<file path="src/rtl/stlb_pkg.sv">
// Package for the split instruction/data TLB: sizes, register indexes,
// eviction modes, controller state and command/status types, LCG helper.
// No dependencies.
package stlb_pkg;

  localparam int INST_ENTRIES = 16;
  localparam int DATA_ENTRIES = 16;
  localparam int FRAME_BITS   = 20;

  localparam int MAX_ENTRIES = (INST_ENTRIES > DATA_ENTRIES) ? INST_ENTRIES : DATA_ENTRIES;
  localparam int INST_IW     = (INST_ENTRIES > 1) ? $clog2(INST_ENTRIES) : 1;
  localparam int DATA_IW     = (DATA_ENTRIES > 1) ? $clog2(DATA_ENTRIES) : 1;

  localparam int VADDR_W = 32;
  localparam int PAGE_W  = 20;
  localparam int FRAME_W = 20;
  localparam int LAT_W   = 10;
  localparam int CLAT_W  = 8;
  localparam int MODE_W  = 2;
  localparam int SEED_W  = 32;
  localparam int CFG_IDX_W  = 3;
  localparam int CFG_DATA_W = 32;

  localparam logic [FRAME_W-1:0] FRAME_MASK =
    (FRAME_BITS >= FRAME_W) ? {FRAME_W{1'b1}} : FRAME_W'((64'd1 << FRAME_BITS) - 64'd1);

  // register indexes
  localparam logic [CFG_IDX_W-1:0] CFG_INST_LAT  = 3'd0;
  localparam logic [CFG_IDX_W-1:0] CFG_DATA_LAT  = 3'd1;
  localparam logic [CFG_IDX_W-1:0] CFG_WALK_LAT  = 3'd2;
  localparam logic [CFG_IDX_W-1:0] CFG_EVICT     = 3'd3;
  localparam logic [CFG_IDX_W-1:0] CFG_SEED      = 3'd4;

  // eviction modes; any other code picks entry zero
  localparam logic [MODE_W-1:0] EVICT_SEQ  = 2'd0;
  localparam logic [MODE_W-1:0] EVICT_LCG  = 2'd1;
  localparam logic [MODE_W-1:0] EVICT_ZERO = 2'd2;

  localparam logic [CLAT_W-1:0] INST_LAT_RST = 8'd1;
  localparam logic [CLAT_W-1:0] DATA_LAT_RST = 8'd1;
  localparam logic [CLAT_W-1:0] WALK_LAT_RST = 8'd100;

  localparam logic [SEED_W-1:0] LCG_A = 32'd1664525;
  localparam logic [SEED_W-1:0] LCG_C = 32'd1013904223;
  // counters after loading seed zero
  localparam logic [SEED_W-1:0] INST_CNT_RST = LCG_C;
  localparam logic [SEED_W-1:0] DATA_CNT_RST = 32'(64'(LCG_C) * 64'(LCG_A) + 64'(LCG_C));

  // victim modulo: one 4-bit digit per step
  localparam int MOD_DIGIT = 4;
  localparam int MOD_STEPS = SEED_W / MOD_DIGIT;
  localparam int STEP_W    = $clog2(MOD_STEPS);
  localparam int REM_W     = $clog2(MAX_ENTRIES + 1);

  typedef enum logic [1:0] {
    S_IDLE,
    S_LOOKUP,
    S_MOD,
    S_EVICT
  } stlb_state_e;

  typedef struct packed {
    logic capture;   // latch request
    logic mod_load;  // load victim source, advance counter/LCG
    logic mod_step;  // one remainder digit
    logic finish;    // update TLB, load result
    logic use_rem;   // victim slot from remainder, else zero
  } stlb_cmd_t;

  typedef struct packed {
    logic hit;
    logic present;
    logic full;
    logic need_mod;
  } stlb_status_t;

  function automatic logic [SEED_W-1:0] lcg_next(input logic [SEED_W-1:0] x);
    return x * LCG_A + LCG_C;
  endfunction

endpackage

</file>
<file path="src/rtl/stlb_mod.sv">
// Victim remainder unit: 32-bit source modulo the TLB depth, one digit per step.
// Depends on stlb_pkg.
module stlb_mod (
  input  logic                         clk_i,
  input  logic                         load_i,
  input  logic                         step_i,
  input  logic                         is_data_i,
  input  logic [stlb_pkg::SEED_W-1:0]  src_i,
  output logic [stlb_pkg::REM_W-1:0]   rem_o
);

  localparam int MW = stlb_pkg::REM_W + stlb_pkg::MOD_DIGIT;

  logic [stlb_pkg::SEED_W-1:0] src_q, src_d;
  logic [stlb_pkg::REM_W-1:0]  rem_q, rem_d;
  logic [MW-1:0]               part;
  logic [MW-1:0]               sub;
  logic [MW-1:0]               mult;

  // part < 16*depth since rem < depth; pick the largest multiple not above it
  always_comb begin
    part = {rem_q, src_q[stlb_pkg::SEED_W-1 -: stlb_pkg::MOD_DIGIT]};
    sub  = '0;
    mult = '0;
    for (int k = 1; k < (1 << stlb_pkg::MOD_DIGIT); k++) begin
      mult = is_data_i ? MW'(stlb_pkg::DATA_ENTRIES * k) : MW'(stlb_pkg::INST_ENTRIES * k);
      if (part >= mult) sub = mult;
    end
    rem_d = stlb_pkg::REM_W'(part - sub);
    src_d = {src_q[stlb_pkg::SEED_W-stlb_pkg::MOD_DIGIT-1:0], {stlb_pkg::MOD_DIGIT{1'b0}}};
  end

  always_ff @(posedge clk_i) begin
    if (load_i) begin
      src_q <= src_i;
      rem_q <= '0;
    end else if (step_i) begin
      src_q <= src_d;
      rem_q <= rem_d;
    end
  end

  assign rem_o = rem_q;

endmodule

</file>
<file path="src/rtl/stlb_dp.sv">
// TLB datapath: config registers, entry arrays, associative match, victim
// counters and LCG, remainder unit, result register. Depends on stlb_pkg, stlb_mod.
module stlb_dp (
  input  logic                             clk_i,
  input  logic                             rst_ni,
  input  stlb_pkg::stlb_cmd_t              cmd_i,
  output stlb_pkg::stlb_status_t           status_o,
  input  logic                             action_i,
  input  logic [stlb_pkg::VADDR_W-1:0]     vaddr_i,
  input  logic                             walk_present_i,
  input  logic [stlb_pkg::FRAME_W-1:0]     walk_frame_i,
  input  logic                             cfg_we_i,
  input  logic [stlb_pkg::CFG_IDX_W-1:0]   cfg_idx_i,
  input  logic [stlb_pkg::CFG_DATA_W-1:0]  cfg_data_i,
  output logic                             done_o,
  output logic [stlb_pkg::FRAME_W-1:0]     frame_o,
  output logic                             hit_o,
  output logic                             fault_o,
  output logic signed [stlb_pkg::LAT_W-1:0] latency_o
);

  localparam int IE = stlb_pkg::INST_ENTRIES;
  localparam int DE = stlb_pkg::DATA_ENTRIES;

  // config
  logic [stlb_pkg::CLAT_W-1:0] inst_lat_q, data_lat_q, walk_lat_q;
  logic [stlb_pkg::MODE_W-1:0] mode_q;

  // victim state
  logic [stlb_pkg::SEED_W-1:0] icnt_q, icnt_d, dcnt_q, dcnt_d, rand_q, rand_d;
  logic                        seed_pend_q;

  // request
  logic                        is_data_q;
  logic [stlb_pkg::PAGE_W-1:0] page_q;
  logic                        present_q;
  logic [stlb_pkg::FRAME_W-1:0] wframe_q;

  // entries
  logic [IE-1:0]               inst_valid_q;
  logic [stlb_pkg::PAGE_W-1:0] inst_page_q  [IE];
  logic [stlb_pkg::FRAME_W-1:0] inst_frame_q [IE];
  logic [DE-1:0]               data_valid_q;
  logic [stlb_pkg::PAGE_W-1:0] data_page_q  [DE];
  logic [stlb_pkg::FRAME_W-1:0] data_frame_q [DE];

  // result
  logic                        done_q;
  logic [stlb_pkg::FRAME_W-1:0] frame_q;
  logic                        hit_q, fault_q;
  logic [stlb_pkg::LAT_W-1:0]  lat_q;

  logic                        i_hit, i_full, d_hit, d_full;
  logic [stlb_pkg::INST_IW-1:0] i_hit_idx, i_free_idx, i_wr_idx;
  logic [stlb_pkg::DATA_IW-1:0] d_hit_idx, d_free_idx, d_wr_idx;
  logic                        sel_hit, sel_full, i_we, d_we;
  logic [stlb_pkg::FRAME_W-1:0] hit_frame;
  logic [stlb_pkg::CLAT_W-1:0] hit_lat;
  logic [stlb_pkg::LAT_W-1:0]  miss_lat;
  logic [stlb_pkg::SEED_W-1:0] mod_src;
  logic [stlb_pkg::REM_W-1:0]  rem;

  always_comb begin
    i_hit = 1'b0; i_hit_idx = '0; i_full = 1'b1; i_free_idx = '0;
    for (int k = IE - 1; k >= 0; k--) begin
      if (inst_valid_q[k] && inst_page_q[k] == page_q) begin
        i_hit = 1'b1;
        i_hit_idx = stlb_pkg::INST_IW'(k);
      end
      if (!inst_valid_q[k]) begin
        i_full = 1'b0;
        i_free_idx = stlb_pkg::INST_IW'(k);
      end
    end
  end

  always_comb begin
    d_hit = 1'b0; d_hit_idx = '0; d_full = 1'b1; d_free_idx = '0;
    for (int k = DE - 1; k >= 0; k--) begin
      if (data_valid_q[k] && data_page_q[k] == page_q) begin
        d_hit = 1'b1;
        d_hit_idx = stlb_pkg::DATA_IW'(k);
      end
      if (!data_valid_q[k]) begin
        d_full = 1'b0;
        d_free_idx = stlb_pkg::DATA_IW'(k);
      end
    end
  end

  assign sel_hit   = is_data_q ? d_hit : i_hit;
  assign sel_full  = is_data_q ? d_full : i_full;
  assign hit_frame = is_data_q ? data_frame_q[d_hit_idx] : inst_frame_q[i_hit_idx];
  assign hit_lat   = is_data_q ? data_lat_q : inst_lat_q;
  assign miss_lat  = stlb_pkg::LAT_W'(hit_lat) + stlb_pkg::LAT_W'(walk_lat_q);

  assign status_o.hit      = sel_hit;
  assign status_o.present  = present_q;
  assign status_o.full     = sel_full;
  assign status_o.need_mod = (mode_q == stlb_pkg::EVICT_SEQ) || (mode_q == stlb_pkg::EVICT_LCG);

  assign i_wr_idx = i_full ? (cmd_i.use_rem ? rem[stlb_pkg::INST_IW-1:0] : '0) : i_free_idx;
  assign d_wr_idx = d_full ? (cmd_i.use_rem ? rem[stlb_pkg::DATA_IW-1:0] : '0) : d_free_idx;
  assign i_we = cmd_i.finish && !is_data_q && !i_hit && present_q;
  assign d_we = cmd_i.finish &&  is_data_q && !d_hit && present_q;

  assign mod_src = (mode_q == stlb_pkg::EVICT_SEQ) ? (is_data_q ? dcnt_q : icnt_q) : rand_q;

  stlb_mod u_mod (
    .clk_i     (clk_i),
    .load_i    (cmd_i.mod_load),
    .step_i    (cmd_i.mod_step),
    .is_data_i (is_data_q),
    .src_i     (mod_src),
    .rem_o     (rem)
  );

  // victim counters and LCG
  always_comb begin
    icnt_d = icnt_q;
    dcnt_d = dcnt_q;
    rand_d = rand_q;
    if (cfg_we_i && cfg_idx_i == stlb_pkg::CFG_SEED) begin
      rand_d = cfg_data_i;
      icnt_d = stlb_pkg::lcg_next(cfg_data_i);
    end else if (cmd_i.mod_load) begin
      if (mode_q == stlb_pkg::EVICT_SEQ) begin
        if (is_data_q) dcnt_d = dcnt_q + 32'd1;
        else           icnt_d = icnt_q + 32'd1;
      end else begin
        rand_d = stlb_pkg::lcg_next(rand_q);
      end
    end
    // data counter is one LCG step past the inst counter after a seed load
    if (seed_pend_q) dcnt_d = stlb_pkg::lcg_next(icnt_q);
  end

  always_ff @(posedge clk_i or negedge rst_ni) begin
    if (!rst_ni) begin
      inst_lat_q   <= stlb_pkg::INST_LAT_RST;
      data_lat_q   <= stlb_pkg::DATA_LAT_RST;
      walk_lat_q   <= stlb_pkg::WALK_LAT_RST;
      mode_q       <= stlb_pkg::EVICT_SEQ;
      icnt_q       <= stlb_pkg::INST_CNT_RST;
      dcnt_q       <= stlb_pkg::DATA_CNT_RST;
      rand_q       <= '0;
      seed_pend_q  <= 1'b0;
      inst_valid_q <= '0;
      data_valid_q <= '0;
      done_q       <= 1'b0;
    end else begin
      if (cfg_we_i) begin
        case (cfg_idx_i)
          stlb_pkg::CFG_INST_LAT: inst_lat_q <= cfg_data_i[stlb_pkg::CLAT_W-1:0];
          stlb_pkg::CFG_DATA_LAT: data_lat_q <= cfg_data_i[stlb_pkg::CLAT_W-1:0];
          stlb_pkg::CFG_WALK_LAT: walk_lat_q <= cfg_data_i[stlb_pkg::CLAT_W-1:0];
          stlb_pkg::CFG_EVICT:    mode_q     <= cfg_data_i[stlb_pkg::MODE_W-1:0];
          default: ;
        endcase
      end
      icnt_q      <= icnt_d;
      dcnt_q      <= dcnt_d;
      rand_q      <= rand_d;
      seed_pend_q <= cfg_we_i && cfg_idx_i == stlb_pkg::CFG_SEED;
      if (i_we) inst_valid_q[i_wr_idx] <= 1'b1;
      if (d_we) data_valid_q[d_wr_idx] <= 1'b1;
      done_q <= cmd_i.finish;
    end
  end

  always_ff @(posedge clk_i) begin
    if (cmd_i.capture) begin
      is_data_q <= action_i;
      page_q    <= vaddr_i[stlb_pkg::VADDR_W-1 -: stlb_pkg::PAGE_W];
      present_q <= walk_present_i;
      wframe_q  <= walk_frame_i & stlb_pkg::FRAME_MASK;
    end
    if (i_we) begin
      inst_page_q[i_wr_idx]  <= page_q;
      inst_frame_q[i_wr_idx] <= wframe_q;
    end
    if (d_we) begin
      data_page_q[d_wr_idx]  <= page_q;
      data_frame_q[d_wr_idx] <= wframe_q;
    end
    if (cmd_i.finish) begin
      if (sel_hit) begin
        frame_q <= hit_frame & stlb_pkg::FRAME_MASK;
        hit_q   <= 1'b1;
        fault_q <= 1'b0;
        lat_q   <= stlb_pkg::LAT_W'(hit_lat);
      end else if (!present_q) begin
        frame_q <= '0;
        hit_q   <= 1'b0;
        fault_q <= 1'b1;
        lat_q   <= {stlb_pkg::LAT_W{1'b1}};
      end else begin
        frame_q <= wframe_q;
        hit_q   <= 1'b0;
        fault_q <= 1'b0;
        lat_q   <= miss_lat;
      end
    end
  end

  assign done_o    = done_q;
  assign frame_o   = frame_q;
  assign hit_o     = hit_q;
  assign fault_o   = fault_q;
  assign latency_o = signed'(lat_q);

endmodule

</file>
<file path="src/rtl/stlb_ctrl.sv">
// TLB controller: request sequencing over lookup, victim modulo and refill.
// Depends on stlb_pkg.
module stlb_ctrl (
  input  logic                    clk_i,
  input  logic                    rst_ni,
  input  logic                    start,
  output logic                    busy,
  input  stlb_pkg::stlb_status_t  status_i,
  output stlb_pkg::stlb_cmd_t     cmd_o
);

  stlb_pkg::stlb_state_e          state_q, state_d;
  logic [stlb_pkg::STEP_W-1:0]    step_q, step_d;

  always_ff @(posedge clk_i or negedge rst_ni) begin
    if (!rst_ni) begin
      state_q <= stlb_pkg::S_IDLE;
      step_q  <= '0;
    end else begin
      state_q <= state_d;
      step_q  <= step_d;
    end
  end

  always_comb begin
    state_d = state_q;
    step_d  = step_q;
    cmd_o   = '0;
    case (state_q)
      stlb_pkg::S_IDLE: begin
        if (start) begin
          cmd_o.capture = 1'b1;
          state_d = stlb_pkg::S_LOOKUP;
        end
      end
      stlb_pkg::S_LOOKUP: begin
        // full TLB, mapped page, counter or LCG victim: reduce modulo depth first
        if (!status_i.hit && status_i.present && status_i.full && status_i.need_mod) begin
          cmd_o.mod_load = 1'b1;
          step_d  = '0;
          state_d = stlb_pkg::S_MOD;
        end else begin
          cmd_o.finish = 1'b1;
          state_d = stlb_pkg::S_IDLE;
        end
      end
      stlb_pkg::S_MOD: begin
        cmd_o.mod_step = 1'b1;
        if (step_q == stlb_pkg::STEP_W'(stlb_pkg::MOD_STEPS - 1)) begin
          state_d = stlb_pkg::S_EVICT;
        end else begin
          step_d = step_q + 1'b1;
        end
      end
      stlb_pkg::S_EVICT: begin
        cmd_o.finish  = 1'b1;
        cmd_o.use_rem = 1'b1;
        state_d = stlb_pkg::S_IDLE;
      end
      default: state_d = stlb_pkg::S_IDLE;
    endcase
  end

  assign busy = (state_q != stlb_pkg::S_IDLE);

endmodule

</file>
<file path="src/rtl/split_tlb_lookup_refill.sv">
// Split instruction/data TLB with refill. done_o rises in the cycle after the accepting
// edge (hit, fault, fill, entry-zero eviction); when a full TLB evicts by counter or LCG,
// the load, the 8-step victim modulo in stlb_mod and the evict state come first; busy
// covers accept to result load, and no new request is taken while busy.
// Reset clears valid bits, loads register defaults and seed zero; entries are not cleared.
// The receiver cannot stall: each result is shown for one cycle only.
module split_tlb_lookup_refill (
  input  logic                                clk_i,
  input  logic                                rst_ni,
  input  logic                                start,
  output logic                                busy,
  input  logic                                action_i,
  input  logic [stlb_pkg::VADDR_W-1:0]        vaddr_i,
  input  logic                                walk_present_i,
  input  logic [stlb_pkg::FRAME_W-1:0]        walk_frame_i,
  input  logic                                cfg_we_i,
  input  logic [stlb_pkg::CFG_IDX_W-1:0]      cfg_idx_i,
  input  logic [stlb_pkg::CFG_DATA_W-1:0]     cfg_data_i,
  output logic                                done_o,
  output logic [stlb_pkg::FRAME_W-1:0]        frame_o,
  output logic                                hit_o,
  output logic                                fault_o,
  output logic signed [stlb_pkg::LAT_W-1:0]   latency_o
);

  stlb_pkg::stlb_cmd_t    cmd;
  stlb_pkg::stlb_status_t status;

  stlb_ctrl u_ctrl (
    .clk_i    (clk_i),
    .rst_ni   (rst_ni),
    .start    (start),
    .busy     (busy),
    .status_i (status),
    .cmd_o    (cmd)
  );

  stlb_dp u_dp (
    .clk_i          (clk_i),
    .rst_ni         (rst_ni),
    .cmd_i          (cmd),
    .status_o       (status),
    .action_i       (action_i),
    .vaddr_i        (vaddr_i),
    .walk_present_i (walk_present_i),
    .walk_frame_i   (walk_frame_i),
    .cfg_we_i       (cfg_we_i),
    .cfg_idx_i      (cfg_idx_i),
    .cfg_data_i     (cfg_data_i),
    .done_o         (done_o),
    .frame_o        (frame_o),
    .hit_o          (hit_o),
    .fault_o        (fault_o),
    .latency_o      (latency_o)
  );

`ifndef SYNTHESIS
  a_fault_result: assert property (@(posedge clk_i) disable iff (!rst_ni)
    done_o && fault_o |-> !hit_o && latency_o == -10'sd1 && frame_o == '0)
    else $error("fault result malformed");

  a_done_after_busy: assert property (@(posedge clk_i) disable iff (!rst_ni)
    done_o |-> $past(busy))
    else $error("result without a request in flight");

  a_hit_latency: assert property (@(posedge clk_i) disable iff (!rst_ni)
    done_o && hit_o |-> !fault_o && latency_o[9:8] == 2'b00)
    else $error("hit latency out of range");
`endif

endmodule

</file>
<file path="config.mk">
export PLATFORM = sky130hd
export DESIGN_NAME = split_tlb_lookup_refill
export DESIGN_NICKNAME = d
export VERILOG_FILES = /design/src/rtl/stlb_pkg.sv /design/src/rtl/stlb_mod.sv /design/src/rtl/stlb_dp.sv /design/src/rtl/stlb_ctrl.sv /design/src/rtl/split_tlb_lookup_refill.sv
export SDC_FILE = /design/constraint.sdc
export NUM_CORES = 2
export LEC_CHECK = 0
export BUFFER_PORTS_ARGS = -buffer_cell sky130_fd_sc_hd__buf_2
export CORE_ASPECT_RATIO = 2
export CORE_MARGIN = 5
export CORE_UTILIZATION = 63
export CTS_BUF_LIST = sky130_fd_sc_hd__clkbuf_8
export CTS_CLUSTER_DIAMETER = 30
export DETAILED_ROUTE_END_ITERATION = 16
export GPL_ROUTABILITY_DRIVEN = 1
export PLACE_DENSITY = 0.77
export SLEW_MARGIN = 25
export SYNTH_ARGS = -nofsm -noshare
export SYNTH_HDL_FRONTEND = slang
export SYNTH_HIERARCHICAL = 1
export SYNTH_SLANG_ARGS = --single-unit
</file>
<file path="constraint.sdc">
create_clock -name clk_i -period 9.9 [get_ports clk_i]
set_input_delay 1.98 -clock clk_i [delete_from_list [all_inputs] [get_ports clk_i]]
set_output_delay 1.98 -clock clk_i [all_outputs]
set_load 0.005 [all_outputs]
</file>
# ---- After elaboration in Yosys (flattened, before gate mapping)
# Memories as Yosys holds them, arrays and structs flattened.
# Index checks and enable logic that the tools add are counted.
dict set report classes {
  magnitude_cmp 19
  n_bitwise 2
  n_mux 195
  eq_ne 48
  addsub 8
  reduce_logical 69
  n_mul 3
}
# cell n
set op_table {}
lappend op_table {{equality test 20 bit} 32}
lappend op_table {{two-way mux 32 bit} 16}
lappend op_table {{two-way mux 4 bit} 67}
lappend op_table {{adder 32 x 30 -> 32 bit, second input constant} 3}
lappend op_table {{multiplier 32 x 21 -> 32 bit, second input constant} 3}
lappend op_table {{two-way mux 1 bit} 81}
lappend op_table {{two-way mux 5 bit} 15}
lappend op_table {{>= comparator 9 x 8 -> 1 bit, second input constant} 8}
lappend op_table {{adder 32 x 1 -> 32 bit, second input constant} 2}
lappend op_table {{two-way mux 20 bit} 3}
lappend op_table {{logical AND 1 bit} 44}
lappend op_table {{>= comparator 9 x 7 -> 1 bit, second input constant} 4}
lappend op_table {{bitwise OR 16 bit} 2}
lappend op_table {{>= comparator 9 x 6 -> 1 bit, second input constant} 2}
lappend op_table {{two-way mux 8 bit} 2}
lappend op_table {{nonzero test 2 bit} 8}
lappend op_table {{AND reduction 2 bit} 6}
lappend op_table {{< comparator 4 x 5 -> 1 bit, second input constant} 2}
lappend op_table {{two-way mux 10 bit} 1}
lappend op_table {{adder 8 x 8 -> 9 bit} 1}
lappend op_table {{>= comparator 9 x 5 -> 1 bit, second input constant} 1}
lappend op_table {{demux 1 bit (select 4 bit)} 2}
lappend op_table {{>= comparator 4 x 1 -> 1 bit, second input constant} 2}
lappend op_table {{!= test 2 bit, second input constant} 4}
lappend op_table {{19 further kinds} 33}
dict set report totals {
  wordCells 372
  input_bits 93
  ram_bits 1280
  memories 4
  out_inout_bits 34
  regBits 272
}
# name depth word_bits rd rd_clocked_by_memory_dff wr line_no
set memory_table {}
lappend memory_table {u_dp.data_frame_q 16 20 1 0 1 stlb_dp.sv:45} ;# logic [stlb_pkg::FRAME_W-1:0] data_frame_q [DE];
lappend memory_table {u_dp.data_page_q 16 20 16 0 1 stlb_dp.sv:44} ;# logic [stlb_pkg::PAGE_W-1:0] data_page_q [DE];
lappend memory_table {u_dp.inst_frame_q 16 20 1 0 1 stlb_dp.sv:42} ;# logic [stlb_pkg::FRAME_W-1:0] inst_frame_q [IE];
lappend memory_table {u_dp.inst_page_q 16 20 16 0 1 stlb_dp.sv:41} ;# logic [stlb_pkg::PAGE_W-1:0] inst_page_q [IE];

# ---- Depth between registers and ports, before layout
# An unclocked memory read counts as a cell.
dict set report logic_depth {
  depth_word 31
  mapped_depth 31
  depth_no_buf 25
}

# ---- Modules after synthesis
# Netlist, hierarchy kept.
# mod cells_per_inst area_each_um2 n_inst
set modules_own_cells {}
lappend modules_own_cells {stlb_dp 6718 87029.7 1}
lappend modules_own_cells {stlb_mod 85 1609.0 1}
lappend modules_own_cells {stlb_ctrl 30 297.8 1}

# ---- Worst setup path before layout
# OpenSTA, ideal clock, no wires.
dict set report synth_path {
  kind {input-to-reg}
  from {input port cfg_data_i[1] (netlist bit)}
  to {register u_dp/icnt_q[30] (netlist bit)}
  required_ps 9763
  t_arrival_ps 7688
  n_path_buf 1
  path_stages 24
  slack_ps 2075
  setup_ps 137
  path_cell_list {clkbuf_1 -> inv_1 -> ha_1 -> xnor2_1 -> ha_1 -> fa_1 -> inv_1 -> fa_1 -> inv_1 -> fa_1 -> fa_1 -> inv_1 -> fa_1 -> inv_1 -> ha_1 -> inv_1 -> or3b_2 -> a2111oi_0 -> or4_1 -> o211ai_1 -> o21ai_0 -> a21oi_1 -> mux2i_1 -> a21oi_1}
}
dict set report synth_via {
  elab_chain_cells 3
}
# item line_no
set synth_lines {}
lappend synth_lines {{start: declaration} split_tlb_lookup_refill.sv:18} ;# input logic [stlb_pkg::CFG_DATA_W-1:0] cfg_data_i,
lappend synth_lines {{multiplier 32 x 21 -> 32 bit} stlb_pkg.sv:78} ;# return x * LCG_A + LCG_C;
lappend synth_lines {{adder 32 x 30 -> 32 bit} stlb_pkg.sv:78}
lappend synth_lines {{two-way mux 32 bit} stlb_dp.sv:123} ;# if (cfg_we_i && cfg_idx_i == stlb_pkg::CFG_SEED) begin
lappend synth_lines {{end signal: assignment} stlb_dp.sv:144} ;# icnt_q <= stlb_pkg::INST_CNT_RST;
lappend synth_lines {{end signal: assignment} stlb_dp.sv:161} ;# icnt_q <= icnt_d;
lappend synth_lines {{end: declaration} stlb_dp.sv:30} ;# logic [stlb_pkg::SEED_W-1:0] icnt_q, icnt_d, dcnt_q, dcnt_d, rand_q, rand_d;
# No other way between the ends.
# A chain may end at the register's enable or synchronous reset.

# ---- Worst setup path after layout
# Ends and elaborated chain as after synthesis.

==> results by group <==
Global route
  • Largest net degree at the start of global routing: 76
  • First-pass GRT wire length: between 300000 and 400000 um
  • GRT Overall Usage: between 30% and 40%
  • Gr ovfl total: 0
  • Antenna violations before repair: 4
  • Vias in the first global route: a little under 60k

Timing
  • Final hold vios: 0
  • Worst-Margin Slew: 1.17 ns
  • RSZ-0062 raised after global routing: no
  • Tmin final: approximately 8 ns
  • Slew Limit Headroom: a little over a fifth
  • Max Clock Skew: roughly 0.086 ns
  • Setup TNS: 0 ns
  • Final setup viols: 0
  • Fmax: 125 MHz
  • Period utilization: just over 80%
  • Final slew viol count: 0

CTS
  • Max Root-Sink Buffers: 4
  • CTS root buffer: clkbuf_8
  • CTS tree: built
  • Post-cts gate resize count: 0
  • CTS Hold Buffers Added: 0
  • Clock sinks: 1550
  • Reg clk slew, reported paths: approximately 0.070 ns
  • H-tree levels: 4
  • Worst-skew pair later-pin latency: approximately 0.91 ns
  • Setup bufs post-CTS: 0
  • CTS buffer count: 219

Worst setup path
  • Worst-path maximum fanout: 15
  • CP Class: in -> reg
  • CP max stage delay: approximately 0.66 ns
  • Worst EP required: between 10 and 15 ns
  • Number of buffers and inverters on the critical path: 7
  • CP max stage cell: a2111oi_0
  • Critical path arrival: between 8 and 9 ns
  • Cell Chain, Critical Path: buf_2 -> inv_1 -> ha_1 -> xnor2_1 -> ha_1 -> fa_1 -> inv_1 -> fa_1 -> inv_1 -> fa_1 -> fa_1 -> inv_1 -> fa_1 -> inv_1 -> ha_1 -> inv_1 -> or3b_2 -> a2111oi_0 -> or4_1 -> o211ai_1 -> o21ai_0 -> a21oi_1 -> mux2i_1 -> a21oi_1
  • Worst Setup Start Kind: input port
  • Most frequent CP cell: inv_1
  • Crit path max-delay family: adder cells
  • CP endpoint kind: flip-flop

Route
  • DRT Wirelength: 242000 um
  • Post-route DRC: 0
  • Initial DRC Count: 3991
  • Vias post-DR: between 50k and 60k
  • Pre-antenna DRT Iters: 6
  • Drt wl/cell: approximately 27 um
  • Routed Antenna Nets: 0
  • Vias per cell: between 6 and 7

Place
  • Placer Congestion: just under 1
  • I/O Buffers: roughly 110
  • HPWL Detailed: 177000 um

Layout
  • Filler cells: around 9.9k
  • Area Overhead vs Synth: 8.70%
  • Layout cell share with drive strength beyond 1: between 10% and 20%
  • Nets@finish: around 8k
  • Post-Route Utilization: approximately two thirds

Yosys
  • Syn Std Cell Area: 0.0889 sq mm
  • Mapped Cells: about 6.8k
  • Synth warn: 6
  • Syn nets: about 7.8k
  • Syn Area/Cell: 13.0 sq um

Floorplan
  • Initial Utilization: 63.2%
  • Die Ht: 541 um
  • IO Pins: 127
  • Die area: about 0.15 sq mm
  • Die Wd: roughly 280 um
  • Core Area: ~0.14 sq mm
  • # rows: approximately 200

Outcome
  • Run status: finished clean

Hold path
  • Min-delay worst type: reg -> reg

Flow run
  • Max_cap viols: 0
-- cell type report --
type | instances | area (sq um) | area share, %
Sequential cell | 1550 | 45700 | 47.3
Multi-Input combinational cell | 4210 | 39100 | 40.5
Inverter | 838 | 3150 | 3.25
Clock buffer | 225 | 3100 | 3.20
Tap cell | 1871 | 2340 | 2.42
Timing Repair Buffer | 276 | 2090 | 2.17
Clock inverter | 169 | 1080 | 1.12
Antenna cell | 4 | 10.0 | 0.0104
-- state kept, by name, summed over array words and instances, names as in the netlist, 32 cells and up, named ones only --
register / flops
u_dp/data_frame_q: 320
u_dp/data_page_q: 320
u_dp/dcnt_q: 32
u_dp/icnt_q: 32
u_dp/inst_frame_q: 320
u_dp/inst_page_q: 320
u_dp/rand_q: 32
u_dp/u_mod/src_q: 32
-- metrics by stage --
stage               cells  setup slack [ns]  hold WS [ns]  instance area [sq um]
floorplan            6830              2.08         0.456                  88900
global placement     8732              1.19         0.475                  92200
detailed placement   8738              1.06         0.488                  92300
CTS                  9132              1.99         0.509                  96500
global route         9141              1.58         0.517                  96600
finish               9143              1.92         0.503                  96600
-- layer usage --
layer,part of all wire (%),up-vias,global-route usage [%],wire length (um)
met4,11,2,27.4,26000
met3,4.8,910,3.69,11700
li1,-,24779,-,-
met2,53,2278,58.5,128000
met5,0.0037,-,0,9
met1,32,28020,32.7,76900
-- worst paths after layout --
path | start | end | slack, ns | cells past startpoint
max in group asynchronous | rst_ni | u_dp/dcnt_q[27] | 6.98 | 3
setup reg to reg | u_dp/page_q[6] | u_dp/data_page_q[8][0] | 2.08 | 18
setup / recovery | cfg_data_i[1] | u_dp/icnt_q[30] | 1.92 | 24
hold reg to reg | u_dp/u_mod/rem_o[2] | u_dp/u_mod/rem_o[2] | 0.50 | 2
hold / removal | u_dp/u_mod/rem_o[2] | u_dp/u_mod/rem_o[2] | 0.50 | 2
min in group asynchronous | rst_ni | u_dp/rand_q[26] | 1.00 | 1
-- worst register-to-register path: cells and delay by family (launching register included) --
family                 cells  cell delay, ns
AO/OA/AOI/OAI              2            0.93
buffers and inverters      3            1.52
flip-flops                 1            0.92
AND/OR/NAND/NOR           12            3.84
XOR/XNOR                   1            0.22
-- placed cells by master, fill, tap and decap left out, drive strengths merged, types with 62 or more instances in the layout --
cell / instances
o21ai: 172
nor2: 177
nand2: 365
clkbuf: 225
inv: 888
nand4: 219
ha: 491
edfxtp: 1385
xor2: 221
buf: 276
mux2: 181
dfrtp: 123
or2: 62
nand3: 140
mux2i: 237
fa: 413
xnor2: 642
clkinv: 101
nor4: 89
a21oi: 121
Power is not shown: default switching activity piles up to over one toggle a cycle in this logic, so the estimate is an artifact.
